$ cat src/rtl/gwa_pkg.sv
// Shared constants and helpers for the weighted Gram accumulator.
// Holds field widths, register indexes and the triangle addressing function.
// No dependencies.
package gwa_pkg;

    localparam int MAX_COLS  = 8;
    localparam int COL_W     = $clog2(MAX_COLS);
    localparam int CNT_W     = $clog2(MAX_COLS + 1);
    localparam int TRI_SIZE  = (MAX_COLS * (MAX_COLS + 1)) / 2;
    localparam int ADDR_W    = $clog2(TRI_SIZE);

    localparam int ENTRY_W   = 16;
    localparam int WEIGHT_W  = 16;
    localparam int ACC_W     = 40;
    localparam int P1_W      = 2 * ENTRY_W;
    localparam int P2_W      = P1_W + WEIGHT_W;
    localparam int RND_SHIFT = 15;
    localparam int TERM_W    = P2_W - RND_SHIFT;

    // Weight of exactly 1.0 in Q1.15.
    localparam logic [WEIGHT_W:0] WEIGHT_ONE = (WEIGHT_W + 1)'(1 << RND_SHIFT);
    localparam logic signed [P2_W-1:0] RND_HALF = P2_W'(1 << (RND_SHIFT - 1));

    localparam logic signed [ACC_W-1:0] ACC_MAX = {1'b0, {(ACC_W - 1){1'b1}}};
    localparam logic signed [ACC_W-1:0] ACC_MIN = {1'b1, {(ACC_W - 1){1'b0}}};

    // Configuration register indexes.
    localparam int CFG_IDX_W = 2;
    localparam int CFG_DAT_W = 4;
    localparam logic [CFG_IDX_W-1:0] REG_COLS_IN_USE  = CFG_IDX_W'(0);
    localparam logic [CFG_IDX_W-1:0] REG_WEIGHTING_ON = CFG_IDX_W'(1);

    // Address of upper-triangle entry (a, b), a <= b. Rows of the triangle are
    // stacked, row r holding MAX_COLS - r entries.
    function automatic logic [ADDR_W-1:0] tri_slot(input logic [COL_W-1:0] a,
                                                  input logic [COL_W-1:0] b);
        logic [ADDR_W-1:0] base;
        base = '0;
        for (int r = 0; r < MAX_COLS; r++)
        begin
            if (r < int'(a))
            begin
                base = base + ADDR_W'(MAX_COLS - r);
            end
        end
        return base + ADDR_W'(b - a);
    endfunction

endpackage

$ cat src/rtl/weighted_gram_accumulator.sv
// Weighted Gram accumulator top level: builds A^T diag(w) A row by row.
// Keeps the upper triangle in a single-port-read synchronous memory.
// Depends on gwa_pkg.
//
//  channel | direction | handshake            | payload
//  --------+-----------+----------------------+------------------------------------------
//  in      | sink      | in_valid / in_ready  | entry_0..entry_7, row_weight, last_row
//  out     | source    | out_valid / out_ready| result_row, value_0..value_7, final_row
//  cfg     | sink      | cfg_valid / cfg_ready| cfg_index, cfg_data
//
// An item issues the entries of its triangle one per cycle into a four-stage
// read, multiply, round, add-and-write pipeline, which drains before the next
// item is taken. A last item then builds the result rows one at a time, one
// read per column, each row waiting until the one before it has been taken.
// The store is cleared at reset and after every last item by a per-entry
// valid vector, so no clearing sweep is needed. Configuration is always ready.
module weighted_gram_accumulator
    import gwa_pkg::*;
(
    input  logic                        clk,
    input  logic                        rst_n,

    input  logic                        cfg_valid,
    output logic                        cfg_ready,
    input  logic [CFG_IDX_W-1:0]        cfg_index,
    input  logic [CFG_DAT_W-1:0]        cfg_data,

    input  logic                        in_valid,
    output logic                        in_ready,
    input  logic signed [ENTRY_W-1:0]   entry_0,
    input  logic signed [ENTRY_W-1:0]   entry_1,
    input  logic signed [ENTRY_W-1:0]   entry_2,
    input  logic signed [ENTRY_W-1:0]   entry_3,
    input  logic signed [ENTRY_W-1:0]   entry_4,
    input  logic signed [ENTRY_W-1:0]   entry_5,
    input  logic signed [ENTRY_W-1:0]   entry_6,
    input  logic signed [ENTRY_W-1:0]   entry_7,
    input  logic [WEIGHT_W-1:0]         row_weight,
    input  logic                        last_row,

    output logic                        out_valid,
    input  logic                        out_ready,
    output logic [COL_W-1:0]            result_row,
    output logic signed [ACC_W-1:0]     value_0,
    output logic signed [ACC_W-1:0]     value_1,
    output logic signed [ACC_W-1:0]     value_2,
    output logic signed [ACC_W-1:0]     value_3,
    output logic signed [ACC_W-1:0]     value_4,
    output logic signed [ACC_W-1:0]     value_5,
    output logic signed [ACC_W-1:0]     value_6,
    output logic signed [ACC_W-1:0]     value_7,
    output logic                        final_row
);

    // Sequencer states.
    localparam logic [2:0] ST_IDLE     = 3'd0;
    localparam logic [2:0] ST_ACC      = 3'd1;
    localparam logic [2:0] ST_DRAIN    = 3'd2;
    localparam logic [2:0] ST_OUT_WAIT = 3'd3;
    localparam logic [2:0] ST_OUT_RD   = 3'd4;
    localparam logic [2:0] ST_OUT_FIN  = 3'd5;

    // Configuration registers.
    logic [CNT_W-1:0]               cols_reg;
    logic                           wt_on_reg;

    // Control.
    logic [2:0]                     state_reg;
    logic [2:0]                     state_next;
    logic [COL_W-1:0]               last_col_reg;   // effective column count minus one
    logic                           last_item_reg;
    logic [COL_W-1:0]               ai_reg;
    logic [COL_W-1:0]               aj_reg;
    logic [ADDR_W-1:0]              slot_reg;
    logic [COL_W-1:0]               k_reg;          // product row being emitted
    logic [COL_W-1:0]               oc_reg;         // column being read for it

    // Captured item.
    logic signed [ENTRY_W-1:0]      ent_reg [MAX_COLS];
    logic [WEIGHT_W:0]              w_reg;

    // Accumulation pipeline.
    logic                           s1_vld_reg;
    logic                           s2_vld_reg;
    logic                           s3_vld_reg;
    logic [ADDR_W-1:0]              s1_addr_reg;
    logic [ADDR_W-1:0]              s2_addr_reg;
    logic [ADDR_W-1:0]              s3_addr_reg;
    logic signed [P1_W-1:0]         prod1_reg;
    logic signed [P2_W-1:0]         prod2_reg;
    logic signed [TERM_W-1:0]       term_reg;
    logic signed [ACC_W-1:0]        acc2_reg;
    logic signed [ACC_W-1:0]        acc3_reg;

    // Memory and its per-entry valid bits.
    logic signed [ACC_W-1:0]        gram_mem [TRI_SIZE];
    logic [TRI_SIZE-1:0]            valid_reg;
    logic signed [ACC_W-1:0]        rd_data_reg;
    logic                           rd_hit_reg;
    logic [ADDR_W-1:0]              rd_addr;
    logic [ADDR_W-1:0]              out_slot;
    logic                           wr_en;
    logic signed [ACC_W-1:0]        wr_data;

    // Result gathering.
    logic                           g_vld_reg;
    logic [COL_W-1:0]               g_col_reg;
    logic signed [ACC_W-1:0]        val_reg [MAX_COLS];
    logic                           out_valid_reg;
    logic [COL_W-1:0]               out_row_reg;
    logic                           out_final_reg;

    logic                           in_accept;
    logic                           issue;
    logic                           item_done;
    logic                           pipe_busy;
    logic [COL_W-1:0]               lo_col;
    logic [COL_W-1:0]               hi_col;
    logic [COL_W-1:0]               eff_last;
    logic signed [ENTRY_W-1:0]      op_a;
    logic signed [ENTRY_W-1:0]      op_b;
    logic signed [P2_W-1:0]         rnd_sum;
    logic signed [ACC_W:0]          acc_sum;
    logic                           last_out_row;

    assign cfg_ready   = 1'b1;
    assign in_ready    = (state_reg == ST_IDLE);
    assign in_accept   = in_valid && in_ready;
    assign issue       = (state_reg == ST_ACC);
    assign pipe_busy   = s1_vld_reg || s2_vld_reg || s3_vld_reg;
    assign item_done   = (ai_reg == last_col_reg) && (aj_reg == last_col_reg);
    assign last_out_row = (k_reg == last_col_reg);

    // A column count of zero acts as one, and counts past the maximum clamp.
    always_comb
    begin
        if (cols_reg == '0)
        begin
            eff_last = '0;
        end
        else if (cols_reg > CNT_W'(MAX_COLS))
        begin
            eff_last = COL_W'(MAX_COLS - 1);
        end
        else
        begin
            eff_last = COL_W'(cols_reg - CNT_W'(1));
        end
    end

    // The product matrix is symmetric: read (min, max) from the triangle.
    assign lo_col   = (k_reg < oc_reg) ? k_reg : oc_reg;
    assign hi_col   = (k_reg < oc_reg) ? oc_reg : k_reg;
    assign out_slot = tri_slot(lo_col, hi_col);
    assign rd_addr  = (state_reg == ST_OUT_RD) ? out_slot : slot_reg;

    always_comb
    begin
        state_next = state_reg;
        unique case (state_reg)
            ST_IDLE:
            begin
                if (in_accept)
                begin
                    state_next = ST_ACC;
                end
            end
            ST_ACC:
            begin
                if (item_done)
                begin
                    state_next = ST_DRAIN;
                end
            end
            ST_DRAIN:
            begin
                if (!pipe_busy)
                begin
                    state_next = last_item_reg ? ST_OUT_WAIT : ST_IDLE;
                end
            end
            ST_OUT_WAIT:
            begin
                if (!out_valid_reg)
                begin
                    state_next = ST_OUT_RD;
                end
            end
            ST_OUT_RD:
            begin
                if (oc_reg == last_col_reg)
                begin
                    state_next = ST_OUT_FIN;
                end
            end
            ST_OUT_FIN:
            begin
                state_next = last_out_row ? ST_IDLE : ST_OUT_WAIT;
            end
            default:
            begin
                state_next = ST_IDLE;
            end
        endcase
    end

    // Configuration writes; indexes past the list are ignored.
    always_ff @(posedge clk or negedge rst_n)
    begin
        if (!rst_n)
        begin
            cols_reg  <= CNT_W'(MAX_COLS);
            wt_on_reg <= 1'b1;
        end
        else if (cfg_valid && cfg_ready)
        begin
            if (cfg_index == REG_COLS_IN_USE)
            begin
                cols_reg <= CNT_W'(cfg_data);
            end
            else if (cfg_index == REG_WEIGHTING_ON)
            begin
                wt_on_reg <= cfg_data[0];
            end
        end
    end

    // Sequencer and counters.
    always_ff @(posedge clk or negedge rst_n)
    begin
        if (!rst_n)
        begin
            state_reg     <= ST_IDLE;
            last_col_reg  <= '0;
            last_item_reg <= 1'b0;
            ai_reg        <= '0;
            aj_reg        <= '0;
            slot_reg      <= '0;
            k_reg         <= '0;
            oc_reg        <= '0;
        end
        else
        begin
            state_reg <= state_next;
            if (in_accept)
            begin
                last_col_reg  <= eff_last;
                last_item_reg <= last_row;
                ai_reg        <= '0;
                aj_reg        <= '0;
                slot_reg      <= '0;
                k_reg         <= '0;
            end
            else if (issue && !item_done)
            begin
                // Walk the triangle row by row, one entry per cycle.
                if (aj_reg == last_col_reg)
                begin
                    ai_reg   <= ai_reg + COL_W'(1);
                    aj_reg   <= ai_reg + COL_W'(1);
                    slot_reg <= tri_slot(ai_reg + COL_W'(1), ai_reg + COL_W'(1));
                end
                else
                begin
                    aj_reg   <= aj_reg + COL_W'(1);
                    slot_reg <= slot_reg + ADDR_W'(1);
                end
            end
            if (state_reg == ST_OUT_WAIT)
            begin
                oc_reg <= '0;
            end
            else if (state_reg == ST_OUT_RD && oc_reg != last_col_reg)
            begin
                oc_reg <= oc_reg + COL_W'(1);
            end
            if (state_reg == ST_OUT_FIN && !last_out_row)
            begin
                k_reg <= k_reg + COL_W'(1);
            end
        end
    end

    // Item capture. A weight of 1.0 stands in when weighting is off.
    always_ff @(posedge clk)
    begin
        if (in_accept)
        begin
            ent_reg[0] <= entry_0;
            ent_reg[1] <= entry_1;
            ent_reg[2] <= entry_2;
            ent_reg[3] <= entry_3;
            ent_reg[4] <= entry_4;
            ent_reg[5] <= entry_5;
            ent_reg[6] <= entry_6;
            ent_reg[7] <= entry_7;
            w_reg      <= wt_on_reg ? {1'b0, row_weight} : WEIGHT_ONE;
        end
    end

    // Pipeline valid flags.
    always_ff @(posedge clk or negedge rst_n)
    begin
        if (!rst_n)
        begin
            s1_vld_reg    <= 1'b0;
            s2_vld_reg    <= 1'b0;
            s3_vld_reg    <= 1'b0;
            g_vld_reg     <= 1'b0;
            out_valid_reg <= 1'b0;
        end
        else
        begin
            s1_vld_reg <= issue;
            s2_vld_reg <= s1_vld_reg;
            s3_vld_reg <= s2_vld_reg;
            g_vld_reg  <= (state_reg == ST_OUT_RD);
            if (state_reg == ST_OUT_FIN)
            begin
                out_valid_reg <= 1'b1;
            end
            else if (out_ready)
            begin
                out_valid_reg <= 1'b0;
            end
        end
    end

    assign op_a    = ent_reg[ai_reg];
    assign op_b    = ent_reg[aj_reg];
    // Drop the 15 fraction bits of the Q1.15 weight, rounding half up.
    assign rnd_sum = prod2_reg + RND_HALF;
    assign acc_sum = {acc3_reg[ACC_W-1], acc3_reg}
                   + {{(ACC_W + 1 - TERM_W){term_reg[TERM_W-1]}}, term_reg};

    // Saturate to the 40-bit accumulator range.
    always_comb
    begin
        priority if (!acc_sum[ACC_W] && acc_sum[ACC_W-1])
        begin
            wr_data = ACC_MAX;
        end
        else if (acc_sum[ACC_W] && !acc_sum[ACC_W-1])
        begin
            wr_data = ACC_MIN;
        end
        else
        begin
            wr_data = acc_sum[ACC_W-1:0];
        end
    end

    assign wr_en = s3_vld_reg;

    // Pipeline payload: multiply the two entries, then by the weight, then
    // round, then add into the value read from the store.
    always_ff @(posedge clk)
    begin
        s1_addr_reg <= slot_reg;
        prod1_reg   <= P1_W'(op_a) * P1_W'(op_b);
        s2_addr_reg <= s1_addr_reg;
        prod2_reg   <= P2_W'(prod1_reg) * P2_W'($signed(w_reg));
        acc2_reg    <= rd_hit_reg ? rd_data_reg : '0;
        s3_addr_reg <= s2_addr_reg;
        term_reg    <= TERM_W'(rnd_sum >>> RND_SHIFT);
        acc3_reg    <= acc2_reg;
    end

    // Triangle store: one write and one registered read per cycle.
    always_ff @(posedge clk)
    begin
        if (wr_en)
        begin
            gram_mem[s3_addr_reg] <= wr_data;
        end
        rd_data_reg <= gram_mem[rd_addr];
        rd_hit_reg  <= valid_reg[rd_addr];
    end

    // An entry never written since the last clear reads as zero.
    always_ff @(posedge clk or negedge rst_n)
    begin
        if (!rst_n)
        begin
            valid_reg <= '0;
        end
        else if (state_reg == ST_OUT_FIN && last_out_row)
        begin
            valid_reg <= '0;
        end
        else if (wr_en)
        begin
            valid_reg[s3_addr_reg] <= 1'b1;
        end
    end

    // Result row assembly; columns past the count stay zero.
    always_ff @(posedge clk)
    begin
        if (state_reg == ST_OUT_WAIT && !out_valid_reg)
        begin
            for (int c = 0; c < MAX_COLS; c++)
            begin
                val_reg[c] <= '0;
            end
        end
        else if (g_vld_reg)
        begin
            val_reg[g_col_reg] <= rd_hit_reg ? rd_data_reg : '0;
        end
        g_col_reg <= oc_reg;
        if (state_reg == ST_OUT_FIN)
        begin
            out_row_reg   <= k_reg;
            out_final_reg <= last_out_row;
        end
    end

    assign out_valid  = out_valid_reg;
    assign result_row = out_row_reg;
    assign final_row  = out_final_reg;
    assign value_0    = val_reg[0];
    assign value_1    = val_reg[1];
    assign value_2    = val_reg[2];
    assign value_3    = val_reg[3];
    assign value_4    = val_reg[4];
    assign value_5    = val_reg[5];
    assign value_6    = val_reg[6];
    assign value_7    = val_reg[7];

    // A new item is only taken once the previous one has been written back.
    a_idle_drained: assert property (@(posedge clk) disable iff (!rst_n)
        in_ready |-> !pipe_busy)
        else $error("item accepted with accumulation still in flight");

    // Within one item every slot is touched once, so a write-back never
    // targets the entry being read in the same cycle.
    a_no_rmw_overlap: assert property (@(posedge clk) disable iff (!rst_n)
        (s3_vld_reg && issue) |-> (s3_addr_reg != slot_reg))
        else $error("read-modify-write overlap on one triangle entry");

    // Result gathering reads only a settled store.
    a_gather_quiet: assert property (@(posedge clk) disable iff (!rst_n)
        g_vld_reg |-> !wr_en)
        else $error("store written while a result row is read");

    // Every write-back lands inside the triangle.
    a_wr_in_range: assert property (@(posedge clk) disable iff (!rst_n)
        wr_en |-> (s3_addr_reg < ADDR_W'(TRI_SIZE)))
        else $error("write-back address outside the triangle");

    // The store is cleared only after the final result row has been built.
    a_clear_final: assert property (@(posedge clk) disable iff (!rst_n)
        (state_reg == ST_OUT_FIN && last_out_row) |=> (out_valid_reg && out_final_reg))
        else $error("store cleared without a final result row");

endmodule

$ cat config.mk
export PLATFORM = sky130hd
export DESIGN_NAME = weighted_gram_accumulator
export DESIGN_NICKNAME = d
export VERILOG_FILES = /design/src/rtl/gwa_pkg.sv /design/src/rtl/weighted_gram_accumulator.sv
export SDC_FILE = /design/constraint.sdc
export NUM_CORES = 2
export LEC_CHECK = 0
export BUFFER_PORTS_ARGS = -buffer_cell sky130_fd_sc_hd__buf_4
export CAP_MARGIN = 20
export CORE_MARGIN = 5
export CORE_UTILIZATION = 25
export CTS_BUF_LIST = sky130_fd_sc_hd__clkbuf_4
export DETAILED_ROUTE_END_ITERATION = 8
export PLACE_DENSITY = 0.48
export SYNTH_ARGS = -nofsm -noshare
export SYNTH_HDL_FRONTEND = slang
export SYNTH_SLANG_ARGS = --single-unit
$ cat constraint.sdc
create_clock -name clk -period 8.6 [get_ports clk]
set_input_delay 0.43 -clock clk [delete_from_list [all_inputs] [get_ports clk]]
set_output_delay 0.43 -clock clk [all_outputs]
set_load 0.01 [all_outputs]
==> impl_metrics.toml <==
[status]
status = "finished clean"

[final_layout]
layout.nets = 11856
finish.utilization_pct = 30.2
area_growth_pct = 20.3
drive_gt1_share_pct = 18.0
largest_register_ffs = 1440

[cts]
cts_tree = "done"
cts_setup_buffers = 0
clockBufferDepth = 4
clock_tree.root_cell = "clkbuf_4"
cts_hold_buf = 320
clock_sinks = 2220
htree_num_levels = 6
worstSkewPairLatency_ns = 1.50
numCtsBuffers = 590
clk_pin_slew_ns = 0.07
postCtsResizedCells = 0

[logic_synthesis]
synth-compound-area-share_pct = 5.51
synthXorXnorAreaFrac_pct = 1.28
synth_cell_types = 96
synthTopCellsByArea = "edfxtp_1 50%, fa_1 13%, nand2_1 6.9%, dfxtp_1 4.2%, inv_1 3.2%"
yosys_warnings = 0
synth_top_area_cell = "edfxtp_1"
netlist_top_cells_count = "2089 x nand2_1, 1908 x edfxtp_1, 984 x inv_1, 746 x fa_1, 591 x nor2_1"
synth_async_sr_flop_share_pct = 3.20
synth_area_sq_um = 114000
yosys_most_used_dff = "edfxtp_1"
synth-edff-count = 1908
avgSynthCellArea_sq_um = 11.9
synthCells = 9551
synth_nets = 10707
synth_top_family_by_area = "adder cells"
synthMuxAreaShare_pct = 2.14
ys_ff_latch = 2220
synthSimpleGateAreaFrac_pct = 13.7
synth.most_common_cell = "nand2_1"
synth_top_area_share_pct = 50.4
synth-adder-area-share_pct = 16.0
ys_seq_area_share_pct = 56.2

[drt]
routedWlPerCell_um = 22.5
firstDrtPassIters = 7
post-route-drc-count = 0
drt-total-wl_mm = 386
ant_nets = 0
first_iter_violations = 7004
viasPerCell = 4.60
vias = 78796

[worst_setup_path]
path_cells = "buf_4 > mux4_2 > mux2_2 > nand2b_1 > fa_1 > fa_1 > inv_1 > fa_1 > inv_1 > fa_1 > fa_1 > fa_1 > inv_1 > ha_1 > and4_1 > o311ai_0 > a31oi_1 > o21a_1 > o21ai_0 > a21boi_0 > or4b_2 > nand3_1"
required_ns = 10.01
r2r-end = "prod1_reg[21]"
cp_slowest_cell = "dfrtp_2"
crit_fanout = 22
cpMostUsedCell = "fa_1"
arrival_ns = 9.46
r2r_setup_slack_ns = 0.55
end_kind = "register"
cp_slowest_stage_delay_ns = 0.84
start_kind = "register"
rr_startpoint = "ai_reg[0]"
reg2regPathDepth = 22
path_class = "reg2reg"

[timing]
clock_skew_ns = 0.206
hold_violations = 0
tightestPinTransition_ns = 1.15
rsz0062_at_grt = "no"
drv_slew = 0
tns_ns = 0
finalCritPeriodShare_pct = 93.6
fmax_mhz = 124
final-setup-viol-count = 0
slew_headroom_pct = 23.2
min_period_ns = 8.05

[grt]
grt_use_total_pct = 15.9
grt_pass1_vias = 79641
grt_max_degree = 124
grt_first_pass_wirelength_mm = 557
antenna_found_initial = 28
overflow = 0

[min_path]
hold_path_startpoint = "entry_3[8]"
hold_end = "ent_reg[3][8]"
hp-class = "in2reg"
min_path_cells = 3

[floorplanning]
dieArea_sq_um = 468000
initial_core_util_pct = 25.1
die_h_um = 684
fp.dieW_um = 684
coreArea_sq_um = 453000
row_count = 247
ios = 483

[placement]
hpwlAfterDp_mm = 245
place.gp.congestion = 0.863
io_buffer_count = 481

[job]
cap_violations = 0
-- worst max-delay path by stage --
stage | slack, ns | depth (start not counted) | endpoint | startpoint
global route | 0.05 | 25 | prod1_reg[29] | ai_reg[0]
finish | 0.55 | 22 | prod1_reg[21] | ai_reg[0]
detailed placement | 0.59 | 23 | prod1_reg[31] | ai_reg[0]
global placement | 0.64 | 22 | prod1_reg[21] | ai_reg[0]
floorplan | 0.88 | 24 | prod1_reg[21] | ai_reg[0]
CTS | 0.52 | 22 | prod1_reg[30] | ai_reg[0]
-- logic make-up (layout without fill, tap and decap cells) --
logic type	after synthesis	after routing
buf+inv	1494	3089
simple gates	3636	3636
flops	2220	2220
mux	154	154
compound gates	872	872
other cells	1	14
xor+xnor	165	165
fa+ha+maj	1009	1009
-- cells in the final DEF (no fill, tap or decap), types with 111 or more instances in the layout --
cell type | netlist | routed
ha_1 | 254 | 254
a311oi_1 | 207 | 207
clkbuf_4 | 0 | 915
buf_4 | 11 | 719
nand3_1 | 381 | 379
xnor2_1 | 111 | 111
and3_1 | 222 | 222
edfxtp_1 | 1908 | 1908
nor2_1 | 591 | 559
fa_1 | 746 | 746
inv_1 | 984 | 983
and2_1 | 169 | 169
dfxtp_1 | 241 | 240
dlygate4sd3_1 | 0 | 319
nand2_1 | 2089 | 2074
a31oi_1 | 179 | 179
-- stage by stage --
step / instance area (sq um) / worst slack (ns) / hold slack [ns] / cells
after floorplan: 114000 / 0.882 / 0.134 / 9551
after global routing: 137000 / 0.0474 / 0.0824 / 17129
final: 137000 / 0.549 / 0.220 / 17135
after global placement: 126000 / 0.641 / 0.310 / 15761
after detailed placement: 126000 / 0.587 / 0.312 / 15764
after CTS: 137000 / 0.517 / 0.0225 / 17122
-- critical path: cells and delay by family, from the launching register on --
| family | cells | cell delay (ns) |
|---|---|---|
| multiplexers | 2 | 0.94 |
| AO/OA/AOI/OAI | 5 | 1.25 |
| flip-flops | 1 | 0.84 |
| adder cells (fa/ha/maj) | 7 | 3.33 |
| AND/OR/NAND/NOR | 4 | 1.10 |
| buffers and inverters | 4 | 0.55 |
-- layout make-up --
| class | instances | area [sq um] |
|---|---|---|
| diodes | 13 | 32.5 |
| well taps | 5976 | 7480 |
| inverters | 985 | 3700 |
| multi-input cells | 5837 | 44600 |
| flip-flops and latches | 2220 | 63900 |
| clock buffers | 915 | 6870 |
| repair buffers | 1066 | 9170 |
| fillers | 46479 | 316000 |
| clock inverters | 123 | 1040 |
-- routing by layer --
metal	share of wire, %	track usage (%)	up-vias	routed length, um
met5	0.023	0	-	90
met4	2.7	4.75	12	10600
met3	6.6	2.49	556	25600
met2	47	25.7	2693	181000
met1	44	22.1	40419	169000
li1	-	-	35116	-
Power is not shown: default switching activity piles up to over one toggle a cycle in this logic, so the estimate is an artifact.
